==> config.mk <==
export PLATFORM = sky130hd
export DESIGN_NAME = read_extent_coalescer_core
export DESIGN_NICKNAME = d
export VERILOG_FILES = /design/src/rec_pkg.sv /design/src/read_extent_coalescer_core.sv /design/src/rec_alu.sv /design/src/rec_rsp_reg.sv /design/src/rec_seq.sv
export SDC_FILE = /design/constraint.sdc
export NUM_CORES = 2
export LEC_CHECK = 0
export BUFFER_PORTS_ARGS = -buffer_cell sky130_fd_sc_hd__buf_2
export CORE_MARGIN = 5
export CORE_UTILIZATION = 40
export CTS_BUF_LIST = sky130_fd_sc_hd__clkbuf_4 sky130_fd_sc_hd__clkbuf_8 sky130_fd_sc_hd__clkbuf_16
export CTS_CLUSTER_SIZE = 8
export DETAILED_ROUTE_END_ITERATION = 8
export MAX_ROUTING_LAYER = met4
export PLACE_DENSITY = 0.68
export SLEW_MARGIN = 10
export SYNTH_ARGS = -nofsm -noshare
export SYNTH_HDL_FRONTEND = slang
export SYNTH_SLANG_ARGS = --single-unit
==> constraint.sdc <==
create_clock -name clock -period 11.8 [get_ports clock]
set_input_delay 1.77 -clock clock [delete_from_list [all_inputs] [get_ports clock]]
set_output_delay 1.77 -clock clock [all_outputs]
set_load 0.05 [all_outputs]
==> src/rec_pkg.sv <==
// Shared types and constants of the read extent coalescer.
// Used by every module of the block; depends on nothing.
package rec_pkg;

   localparam int OFFSET_BITS = 48;
   localparam int LENGTH_BITS = 32;
   localparam int GAP_BITS    = 32;
   localparam int MAX_SPLIT   = 32;
   localparam int SPLIT_BITS  = $clog2(MAX_SPLIT + 1);
   localparam int MAX_RESULTS = 64;
   localparam int COUNT_BITS  = $clog2(MAX_RESULTS + 1);
   localparam int STATUS_BITS = 2;
   localparam int CSR_INDEX_BITS = 1;
   localparam int CSR_DATA_BITS  = 32;

   localparam logic [STATUS_BITS-1:0] STATUS_OK       = 2'd0;
   localparam logic [STATUS_BITS-1:0] STATUS_OVERLAP  = 2'd1;
   localparam logic [STATUS_BITS-1:0] STATUS_TOO_MANY = 2'd2;

   localparam logic [CSR_INDEX_BITS-1:0] CSR_MAX_GAP      = 1'd0;
   localparam logic [CSR_INDEX_BITS-1:0] CSR_TARGET_BYTES = 1'd1;

   typedef struct packed {
      logic [OFFSET_BITS-1:0] request_offset;
      logic [LENGTH_BITS-1:0] request_bytes;
      logic [STATUS_BITS-1:0] status;
      logic                   batch_done;
      logic [OFFSET_BITS-1:0] wanted_total;
      logic [OFFSET_BITS-1:0] bridged_total;
   } result_type;

endpackage

==> src/read_extent_coalescer_core.sv <==
// Top level of the read extent coalescer: configuration registers,
// sequencer and output register. Depends on rec_pkg, rec_seq, rec_rsp_reg.
//
// Extents arrive in ascending offset order and are merged into runs that
// are sent out as read requests of at most target_bytes (whole runs when
// it is zero). One request is handled at a time: req_stall is high from
// acceptance until the sequencer has finished with it. The shared
// adder/subtractor in rec_seq sets the pace, and each result request is
// loaded only while the output register is free. The output register lets
// the next extent be taken while the last result is still waiting on the
// response side.
module read_extent_coalescer_core (
   input  logic                                clock,
   input  logic                                reset,
   input  logic                                req_valid,
   output logic                                req_stall,
   input  logic [rec_pkg::OFFSET_BITS-1:0]     req_extent_offset,
   input  logic [rec_pkg::LENGTH_BITS-1:0]     req_extent_bytes,
   input  logic                                req_batch_end,
   output logic                                rsp_valid,
   input  logic                                rsp_stall,
   output logic [rec_pkg::OFFSET_BITS-1:0]     rsp_request_offset,
   output logic [rec_pkg::LENGTH_BITS-1:0]     rsp_request_bytes,
   output logic [rec_pkg::STATUS_BITS-1:0]     rsp_status,
   output logic                                rsp_batch_done,
   output logic [rec_pkg::OFFSET_BITS-1:0]     rsp_wanted_total,
   output logic [rec_pkg::OFFSET_BITS-1:0]     rsp_bridged_total,
   input  logic                                csr_write_en,
   input  logic [rec_pkg::CSR_INDEX_BITS-1:0]  csr_index,
   input  logic [rec_pkg::CSR_DATA_BITS-1:0]   csr_wdata
);

   logic [rec_pkg::GAP_BITS-1:0]    max_gap_ff, max_gap_in;
   logic [rec_pkg::LENGTH_BITS-1:0] target_ff, target_in;
   logic                            seq_idle;
   logic                            out_free;
   logic                            out_load;
   rec_pkg::result_type             out_data;

   always_comb begin
      max_gap_in = max_gap_ff;
      target_in  = target_ff;
      if (csr_write_en) begin
         priority if (csr_index == rec_pkg::CSR_MAX_GAP) begin
            max_gap_in = rec_pkg::GAP_BITS'(csr_wdata);
         end else if (csr_index == rec_pkg::CSR_TARGET_BYTES) begin
            target_in = rec_pkg::LENGTH_BITS'(csr_wdata);
         end
      end
   end

   always_ff @(posedge clock) begin
      if (reset) begin
         max_gap_ff <= '0;
         target_ff  <= '0;
      end else begin
         max_gap_ff <= max_gap_in;
         target_ff  <= target_in;
      end
   end

   assign req_stall = !seq_idle;

   rec_seq u_seq (
      .clock        (clock),
      .reset        (reset),
      .max_gap      (max_gap_ff),
      .target_bytes (target_ff),
      .start        (req_valid && seq_idle),
      .in_offset    (req_extent_offset),
      .in_bytes     (req_extent_bytes),
      .in_batch_end (req_batch_end),
      .idle         (seq_idle),
      .out_free     (out_free),
      .out_load     (out_load),
      .out_data     (out_data)
   );

   rec_rsp_reg u_rsp (
      .clock              (clock),
      .reset              (reset),
      .load               (out_load),
      .load_data          (out_data),
      .free               (out_free),
      .rsp_valid          (rsp_valid),
      .rsp_stall          (rsp_stall),
      .rsp_request_offset (rsp_request_offset),
      .rsp_request_bytes  (rsp_request_bytes),
      .rsp_status         (rsp_status),
      .rsp_batch_done     (rsp_batch_done),
      .rsp_wanted_total   (rsp_wanted_total),
      .rsp_bridged_total  (rsp_bridged_total)
   );

endmodule

==> src/rec_alu.sv <==
// Shared add/subtract unit of the coalescer sequencer.
// Depends on rec_pkg for the offset width.
module rec_alu (
   input  logic [rec_pkg::OFFSET_BITS-1:0] op_a,
   input  logic [rec_pkg::OFFSET_BITS-1:0] op_b,
   input  logic                            op_sub,
   output logic [rec_pkg::OFFSET_BITS:0]   result
);

   always_comb begin
      if (op_sub) begin
         result = {1'b0, op_a} - {1'b0, op_b};
      end else begin
         result = {1'b0, op_a} + {1'b0, op_b};
      end
   end

endmodule

==> src/rec_rsp_reg.sv <==
// Output register of the coalescer: holds one result request until taken.
// Depends on rec_pkg for result_type.
module rec_rsp_reg (
   input  logic                                clock,
   input  logic                                reset,
   input  logic                                load,
   input  rec_pkg::result_type                 load_data,
   output logic                                free,
   output logic                                rsp_valid,
   input  logic                                rsp_stall,
   output logic [rec_pkg::OFFSET_BITS-1:0]     rsp_request_offset,
   output logic [rec_pkg::LENGTH_BITS-1:0]     rsp_request_bytes,
   output logic [rec_pkg::STATUS_BITS-1:0]     rsp_status,
   output logic                                rsp_batch_done,
   output logic [rec_pkg::OFFSET_BITS-1:0]     rsp_wanted_total,
   output logic [rec_pkg::OFFSET_BITS-1:0]     rsp_bridged_total
);

   logic                valid_ff;
   logic                valid_in;
   rec_pkg::result_type data_ff;
   rec_pkg::result_type data_in;

   assign free = !valid_ff || !rsp_stall;

   always_comb begin
      valid_in = valid_ff && rsp_stall;
      data_in  = data_ff;
      if (load && free) begin
         valid_in = 1'b1;
         data_in  = load_data;
      end
   end

   always_ff @(posedge clock) begin
      if (reset) begin
         valid_ff <= 1'b0;
      end else begin
         valid_ff <= valid_in;
      end
      data_ff <= data_in;
   end

   assign rsp_valid          = valid_ff;
   assign rsp_request_offset = data_ff.request_offset;
   assign rsp_request_bytes  = data_ff.request_bytes;
   assign rsp_status         = data_ff.status;
   assign rsp_batch_done     = data_ff.batch_done;
   assign rsp_wanted_total   = data_ff.wanted_total;
   assign rsp_bridged_total  = data_ff.bridged_total;

endmodule

==> src/rec_seq.sv <==
// Sequencer of the coalescer: run state, batch sums and chunk emission, with the offset,
// gap, run length and batch sum arithmetic through one shared rec_alu. Depends on rec_pkg, rec_alu.
module rec_seq (
   input  logic                                clock,
   input  logic                                reset,
   input  logic [rec_pkg::GAP_BITS-1:0]        max_gap,
   input  logic [rec_pkg::LENGTH_BITS-1:0]     target_bytes,
   input  logic                                start,
   input  logic [rec_pkg::OFFSET_BITS-1:0]     in_offset,
   input  logic [rec_pkg::LENGTH_BITS-1:0]     in_bytes,
   input  logic                                in_batch_end,
   output logic                                idle,
   input  logic                                out_free,
   output logic                                out_load,
   output rec_pkg::result_type                 out_data
);

   localparam int OB = rec_pkg::OFFSET_BITS;
   localparam int LB = rec_pkg::LENGTH_BITS;
   localparam int CB = rec_pkg::COUNT_BITS;
   localparam int PB = LB + rec_pkg::SPLIT_BITS;

   localparam logic [3:0] ST_IDLE = 4'd0;
   localparam logic [3:0] ST_D    = 4'd1;
   localparam logic [3:0] ST_G    = 4'd2;
   localparam logic [3:0] ST_S    = 4'd3;
   localparam logic [3:0] ST_BR   = 4'd4;
   localparam logic [3:0] ST_WANT = 4'd5;
   localparam logic [3:0] ST_NEW  = 4'd6;
   localparam logic [3:0] ST_FLAG = 4'd7;
   localparam logic [3:0] ST_EMIT = 4'd8;
   localparam logic [3:0] ST_BEND = 4'd9;
   localparam logic [3:0] ST_MARK = 4'd10;
   localparam logic [3:0] ST_FIN  = 4'd11;

   localparam logic [CB-1:0] N_LAST = CB'(rec_pkg::MAX_RESULTS - 1);
   localparam logic [CB-1:0] N_FULL = CB'(rec_pkg::MAX_RESULTS);

   logic [3:0]    state_ff, state_in;
   logic [OB-1:0] x_off_ff, x_off_in;
   logic [LB-1:0] x_len_ff, x_len_in;
   logic          x_bend_ff, x_bend_in;
   logic          run_open_ff, run_open_in;
   logic [OB-1:0] run_start_ff, run_start_in;
   logic [LB-1:0] run_len_ff, run_len_in;
   logic [OB-1:0] wanted_ff, wanted_in;
   logic [OB-1:0] bridged_ff, bridged_in;
   logic [OB-1:0] d_ff, d_in;
   logic [OB-1:0] g_ff, g_in;
   logic          lt_ff, lt_in;
   logic          emit_x_ff, emit_x_in;
   logic          phase_ff, phase_in;
   logic [OB-1:0] emit_off_ff, emit_off_in;
   logic [LB-1:0] emit_rem_ff, emit_rem_in;
   logic [LB-1:0] emit_cap_ff, emit_cap_in;
   logic [CB-1:0] n_ff, n_in;
   logic [rec_pkg::STATUS_BITS-1:0] flag_st_ff, flag_st_in;

   logic [OB-1:0] alu_a, alu_b;
   logic          alu_sub;
   logic [OB:0]   alu_res;

   logic [LB-1:0] take;
   logic          final_chunk;
   logic          merge;
   logic          too_many;
   logic [PB-1:0] split_limit;
   logic [LB-1:0] run_cap;

   rec_alu u_alu (
      .op_a   (alu_a),
      .op_b   (alu_b),
      .op_sub (alu_sub),
      .result (alu_res)
   );

   assign idle        = (state_ff == ST_IDLE);
   assign take        = (emit_rem_ff < emit_cap_ff) ? emit_rem_ff : emit_cap_ff;
   assign final_chunk = (emit_rem_ff <= emit_cap_ff);
   assign split_limit = PB'(target_bytes) * PB'(rec_pkg::MAX_SPLIT);
   assign too_many    = (target_bytes != '0) && (PB'(x_len_ff) > split_limit);
   assign run_cap     = (target_bytes == '0) ? run_len_ff : target_bytes;
   assign merge       = (g_ff <= OB'(max_gap)) && (d_ff <= OB'(target_bytes)) &&
                        (alu_res <= (OB + 1)'(target_bytes));

   always_comb begin
      alu_a   = '0;
      alu_b   = '0;
      alu_sub = 1'b0;
      unique case (state_ff)
         ST_D: begin
            alu_a   = x_off_ff;
            alu_b   = run_start_ff;
            alu_sub = 1'b1;
         end
         ST_G: begin
            alu_a   = d_ff;
            alu_b   = OB'(run_len_ff);
            alu_sub = 1'b1;
         end
         ST_S: begin
            alu_a = d_ff;
            alu_b = OB'(x_len_ff);
         end
         ST_BR: begin
            alu_a = bridged_ff;
            alu_b = g_ff;
         end
         ST_WANT: begin
            alu_a = wanted_ff;
            alu_b = OB'(x_len_ff);
         end
         ST_EMIT: begin
            alu_a = emit_off_ff;
            alu_b = OB'(take);
         end
         default: begin
            alu_a   = '0;
            alu_b   = '0;
            alu_sub = 1'b0;
         end
      endcase
   end

   always_comb begin
      state_in     = state_ff;
      x_off_in     = x_off_ff;
      x_len_in     = x_len_ff;
      x_bend_in    = x_bend_ff;
      run_open_in  = run_open_ff;
      run_start_in = run_start_ff;
      run_len_in   = run_len_ff;
      wanted_in    = wanted_ff;
      bridged_in   = bridged_ff;
      d_in         = d_ff;
      g_in         = g_ff;
      lt_in        = lt_ff;
      emit_x_in    = emit_x_ff;
      phase_in     = phase_ff;
      emit_off_in  = emit_off_ff;
      emit_rem_in  = emit_rem_ff;
      emit_cap_in  = emit_cap_ff;
      n_in         = n_ff;
      flag_st_in   = flag_st_ff;
      out_load     = 1'b0;
      out_data     = '0;

      unique case (state_ff)
         ST_IDLE: begin
            if (start) begin
               x_off_in  = in_offset;
               x_len_in  = in_bytes;
               x_bend_in = in_batch_end;
               n_in      = '0;
               state_in  = ST_D;
            end
         end
         ST_D: begin
            d_in  = alu_res[OB-1:0];
            lt_in = alu_res[OB];
            if (x_len_ff == '0) begin
               state_in = ST_BEND;
            end else if (!run_open_ff) begin
               state_in = ST_NEW;
            end else begin
               state_in = ST_G;
            end
         end
         ST_G: begin
            g_in = alu_res[OB-1:0];
            if (lt_ff || alu_res[OB]) begin
               flag_st_in = rec_pkg::STATUS_OVERLAP;
               state_in   = ST_FLAG;
            end else begin
               state_in = ST_S;
            end
         end
         ST_S: begin
            if (merge) begin
               run_len_in = alu_res[LB-1:0];
               emit_x_in  = 1'b0;
               state_in   = ST_BR;
            end else begin
               state_in = ST_NEW;
            end
         end
         ST_BR: begin
            bridged_in = alu_res[OB-1:0];
            state_in   = ST_WANT;
         end
         ST_WANT: begin
            wanted_in = alu_res[OB-1:0];
            state_in  = emit_x_ff ? ST_EMIT : ST_BEND;
         end
         ST_NEW: begin
            if (too_many) begin
               flag_st_in = rec_pkg::STATUS_TOO_MANY;
               state_in   = ST_FLAG;
            end else begin
               emit_x_in    = run_open_ff;
               phase_in     = 1'b0;
               emit_off_in  = run_start_ff;
               emit_rem_in  = run_len_ff;
               emit_cap_in  = run_cap;
               run_open_in  = 1'b1;
               run_start_in = x_off_ff;
               run_len_in   = x_len_ff;
               state_in     = ST_WANT;
            end
         end
         ST_FLAG: begin
            if (out_free) begin
               out_load                = 1'b1;
               out_data.request_offset = x_off_ff;
               out_data.request_bytes  = x_len_ff;
               out_data.status         = flag_st_ff;
               out_data.batch_done     = x_bend_ff && !run_open_ff;
               if (x_bend_ff && !run_open_ff) begin
                  out_data.wanted_total  = wanted_ff;
                  out_data.bridged_total = bridged_ff;
               end
               n_in     = n_ff + CB'(1);
               state_in = ST_BEND;
            end
         end
         ST_EMIT: begin
            if (out_free) begin
               out_load                = 1'b1;
               out_data.request_offset = emit_off_ff;
               out_data.request_bytes  = take;
               out_data.status         = rec_pkg::STATUS_OK;
               out_data.batch_done     = x_bend_ff &&
                                         ((n_ff == N_LAST) || (phase_ff && final_chunk));
               if (out_data.batch_done) begin
                  out_data.wanted_total  = wanted_ff;
                  out_data.bridged_total = bridged_ff;
               end
               emit_off_in = alu_res[OB-1:0];
               emit_rem_in = emit_rem_ff - take;
               n_in        = n_ff + CB'(1);
               if (final_chunk || (n_ff == N_LAST)) begin
                  state_in = phase_ff ? ST_FIN : ST_BEND;
               end
            end
         end
         ST_BEND: begin
            if (!x_bend_ff) begin
               state_in = ST_IDLE;
            end else if (run_open_ff && (n_ff < N_FULL)) begin
               phase_in    = 1'b1;
               emit_off_in = run_start_ff;
               emit_rem_in = run_len_ff;
               emit_cap_in = run_cap;
               state_in    = ST_EMIT;
            end else if (n_ff == '0) begin
               state_in = ST_MARK;
            end else begin
               state_in = ST_FIN;
            end
         end
         ST_MARK: begin
            if (out_free) begin
               out_load               = 1'b1;
               out_data.status        = rec_pkg::STATUS_OK;
               out_data.batch_done    = 1'b1;
               out_data.wanted_total  = wanted_ff;
               out_data.bridged_total = bridged_ff;
               state_in               = ST_FIN;
            end
         end
         ST_FIN: begin
            run_open_in  = 1'b0;
            run_start_in = '0;
            run_len_in   = '0;
            wanted_in    = '0;
            bridged_in   = '0;
            state_in     = ST_IDLE;
         end
         default: begin
            state_in = ST_IDLE;
         end
      endcase
   end

   always_ff @(posedge clock) begin
      if (reset) begin
         state_ff     <= ST_IDLE;
         run_open_ff  <= 1'b0;
         run_start_ff <= '0;
         run_len_ff   <= '0;
         wanted_ff    <= '0;
         bridged_ff   <= '0;
         n_ff         <= '0;
      end else begin
         state_ff     <= state_in;
         run_open_ff  <= run_open_in;
         run_start_ff <= run_start_in;
         run_len_ff   <= run_len_in;
         wanted_ff    <= wanted_in;
         bridged_ff   <= bridged_in;
         n_ff         <= n_in;
      end
      x_off_ff    <= x_off_in;
      x_len_ff    <= x_len_in;
      x_bend_ff   <= x_bend_in;
      d_ff        <= d_in;
      g_ff        <= g_in;
      lt_ff       <= lt_in;
      emit_x_ff   <= emit_x_in;
      phase_ff    <= phase_in;
      emit_off_ff <= emit_off_in;
      emit_rem_ff <= emit_rem_in;
      emit_cap_ff <= emit_cap_in;
      flag_st_ff  <= flag_st_in;
   end

endmodule

==> results.toml <==
[status]
status = "complete, but fails checks"
failed_checks = "design-rule violations"

[critical_path]
timing.critical_path.buf_inv = 3
crit_type = "flip-flop to flip-flop"
reg2reg_to = "u_seq.run_len_ff[24]$_SDFFE_PP0P_"
worstRegToRegCells = 38
crit_fanout = 25
critPathSlowestCell = "nor4_2"
start_kind = "flip-flop"
arrival_ps = 11410
cpMostUsedCell = "a21o_1"
reg2reg_slack_ps = 980
cp_top_family = "compound AO/OA/AOI/OAI gates"
path_depth = 38
critPathMaxStageDelay_ps = 520
required_ps = 12390
end_kind = "flip-flop"
reg2reg_from = "u_seq.emit_rem_ff[15]$_DFFE_PP_"

[clocking]
cts_tree = "done"
cts_max_level = 3
clk_pin_slew_worst_paths_ps = 60
cts_buffer_depth = 3
clk_latency_ps = 700
cts_hold_buf = 0
cts_root_buf = "clkbuf_16"
post_cts.repair.setup_buffers = 0
numCtsBuffers = 102
cts.sinks = 726
cts-resized-gates = 0

[sta]
setup_tns_ps = 0
finalSetupViolations = 0
hold_violations = 0
final_max_slew_viol_count = 0
timing.slew.headroom = 0.118
skew_ps = 32.1
worst_pin_slew_ps = 1320
rsz0062_at_grt = "false"
finalCriticalPeriod_ps = 10820
period_share = 0.917
max_freq_ghz = 0.0924
hold_ws_ps = 453

[synthesis]
synth.area.top_cells = "edfxtp_1, dfxtp_1, ha_1"
seq_area_frac_synth = 0.498
synth_xor_area_frac = 0.0265
synthMuxAreaShare = 0.0123
netlist_instances = 3954
synth_top_area_frac = 0.367
synth_edf_count = 473
postSynthAreaPerCell_um2 = 9.78
synth_compound_area_frac = 0.185
synth_ff_type = "edfxtp_1"
synth_fa_ha_area_frac = 0.0777
synth_top_family_by_area = "compound AO/OA/AOI/OAI gates"
yosys_warnings = 0
synthArstFlopShare = 0
synthSimpleGateAreaFrac = 0.162
synth_cell_types = 82
syn_nets = 4312
ys_seq_elements = 726
yosys.area.top_type = "edfxtp_1"
synth_area_um2 = 38700

[floorplanning]
fp.dieH_um = 321
rows = 114
coreArea_um2 = 96300
start_util = 0.402
chipWidth_um = 321
dieArea_um2 = 103000
boundaryPins = 300

[grt]
antenna_found_initial = 3
grt_pass1_wl_um = 207000
grt_usage = 0.273
overflow = 0
grt_max_degree = 108
grt_pass1_vias = 31362

[cells_and_area]
fill_cells = 9044
drive_gt1_frac = 0.152
syn2layout_area_growth_pct = 16.3
nNetsFinal = 4562

[placed_design]
dpl.hpwl_um = 102000
finalWeightedCongestion = 0.982
portBuffers = 299

[drt]
routed_wl_um = 143000
wl_per_cell_um = 25.6
drt_iter0_markers = 4212
drc = 7
ant_nets = 0
vias = 33197
first_pass_iters = 9
viasPerCell = 5.96

[min_path]
worst_hold_path.num_cells = 2
hold_path_class = "flip-flop to flip-flop"
worstHoldStart = "max_gap_ff[22]$_SDFFE_PP0P_"
holdPathEnd = "max_gap_ff[22]$_SDFFE_PP0P_"

[run]
max-cap-violations = 0
==> how the worst max path moves through the flow <==
stage / startpoint / to / slack, ps
6_report: u_seq.emit_rem_ff[15]$_DFFE_PP_ / u_seq.run_len_ff[24]$_SDFFE_PP0P_ / 980
5_1_grt: u_seq.emit_rem_ff[15]$_DFFE_PP_ / u_seq.run_len_ff[0]$_SDFFE_PP0P_ / 30
4_1_cts: u_seq.emit_rem_ff[15]$_DFFE_PP_ / u_seq.run_len_ff[24]$_SDFFE_PP0P_ / 920
3_5_place_dp: u_seq.emit_rem_ff[15]$_DFFE_PP_ / u_seq.run_len_ff[24]$_SDFFE_PP0P_ / 990
3_3_place_gp: u_seq.emit_rem_ff[1]$_DFFE_PP_ / u_seq.run_len_ff[0]$_SDFFE_PP0P_ / 1230
2_1_floorplan: rsp_stall / u_rsp.rsp_wanted_total[0]$_DFFE_PP_ / 780
==> synth_stat cells, types with 11 or more instances <==
cell type,instances
nand2_1,745
xnor2_1,62
dfxtp_1,253
buf_1,17
nor2b_1,22
inv_1,143
clkbuf_1,201
a211oi_1,75
o21bai_1,17
nor3_1,31
ha_1,237
and2_1,113
nand3_1,89
edfxtp_1,473
a21o_1,88
nor4_1,32
o21a_1,22
a22oi_1,141
a31oi_1,15
a21oi_1,355
mux2i_1,42
o21ai_0,103
o211a_1,18
nand4_1,54
a211oi_2,25
nand2b_1,23
and3_1,22
nor2_1,227
a222oi_1,80
xor2_1,52
o31ai_1,11
o211ai_1,18
==> cells by family (layout without fill, tap and decap cells) <==
kind of cell,after synthesis,in the layout
other,0,1
adder cells (fa/ha/maj),239,239
buffers and inverters,381,719
XOR/XNOR,115,115
flip-flops,726,726
multiplexers,47,47
AO/OA/AOI/OAI,1045,1045
AND/OR/NAND/NOR,1401,1401
==> sequential cells by signal, indices dropped and copies added (netlist names), 4 cells and up <==
register and cells:
u_seq.run_len_ff 32, target_ff 32, u_seq.state_ff 4, u_seq.emit_off_ff 48
u_rsp.rsp_wanted_total 48, max_gap_ff 32, u_rsp.rsp_bridged_total 48, u_seq.wanted_ff 48
u_seq.emit_rem_ff 32, u_seq.g_ff 48, u_seq.emit_cap_ff 32, u_seq.n_ff 7
u_rsp.rsp_request_offset 48, u_seq.x_off_ff 48, u_seq.x_len_ff 32, u_seq.d_ff 48
u_seq.bridged_ff 48, u_rsp.rsp_request_bytes 32, u_seq.run_start_ff 48
==> placed cells by master (no fill, tap or decap), types with 103 or more instances in the layout <==
cell type,synthesis,layout
nor2_1,227,222
and2_1,113,110
o21ai_0,103,103
a21oi_1,355,354
buf_2,6,298
dfxtp_1,253,253
ha_1,237,237
a22oi_1,141,141
edfxtp_1,473,473
clkbuf_16,0,105
nand2_1,745,745
inv_1,143,142
==> stage by stage <==
step                      cells  cell area, um2  worst slack (ps)  utilization
final                      5569           45000               980        0.467
after global routing       5569           45000              26.2        0.467
after CTS                  5568           45000               917        0.467
after detailed placement   5376           41600               986        0.432
after global placement     5376           41600              1230        0.432
after floorplan            3954           38700               782            -
==> layout make-up <==
| cell class | instances | area [um2] | share of cell area |
|---|---|---|---|
| Antenna cell | 1 | 2.50 | 0.0000556 |
| Clock buffer | 186 | 3250 | 0.0722 |
| Clock inverter | 6 | 96.3 | 0.00214 |
| Inverter | 146 | 553 | 0.0123 |
| Multi-Input combinational cell | 2847 | 18100 | 0.401 |
| Sequential cell | 726 | 19300 | 0.428 |
| Tap cell | 1276 | 1600 | 0.0355 |
| Timing Repair Buffer | 381 | 2160 | 0.0481 |
==> worst register-to-register path, delay by kind of cell (launching register included) <==
family / cells / cell delay (ps)
flip-flops: 1 / 460
AO/OA/AOI/OAI: 17 / 4240
buffers and inverters: 3 / 750
XOR/XNOR: 2 / 630
multiplexers: 1 / 380
adder cells (fa/ha/maj): 3 / 1050
AND/OR/NAND/NOR: 12 / 3230
==> metal layers <==
| layer | up-vias | part of all wire | track usage |
|---|---|---|---|
| met1 | 15978 | 0.40 | 0.351 |
| met2 | 1810 | 0.46 | 0.425 |
| li1 | 15030 | - | - |
| met4 | 0 | 0.056 | 0.134 |
| met3 | 379 | 0.085 | 0.0405 |
| met5 | - | 0 | - |
Power is left out: the tool's default activity adds up to more than one toggle a clock period on the data nets, which glitch-free logic cannot reach.
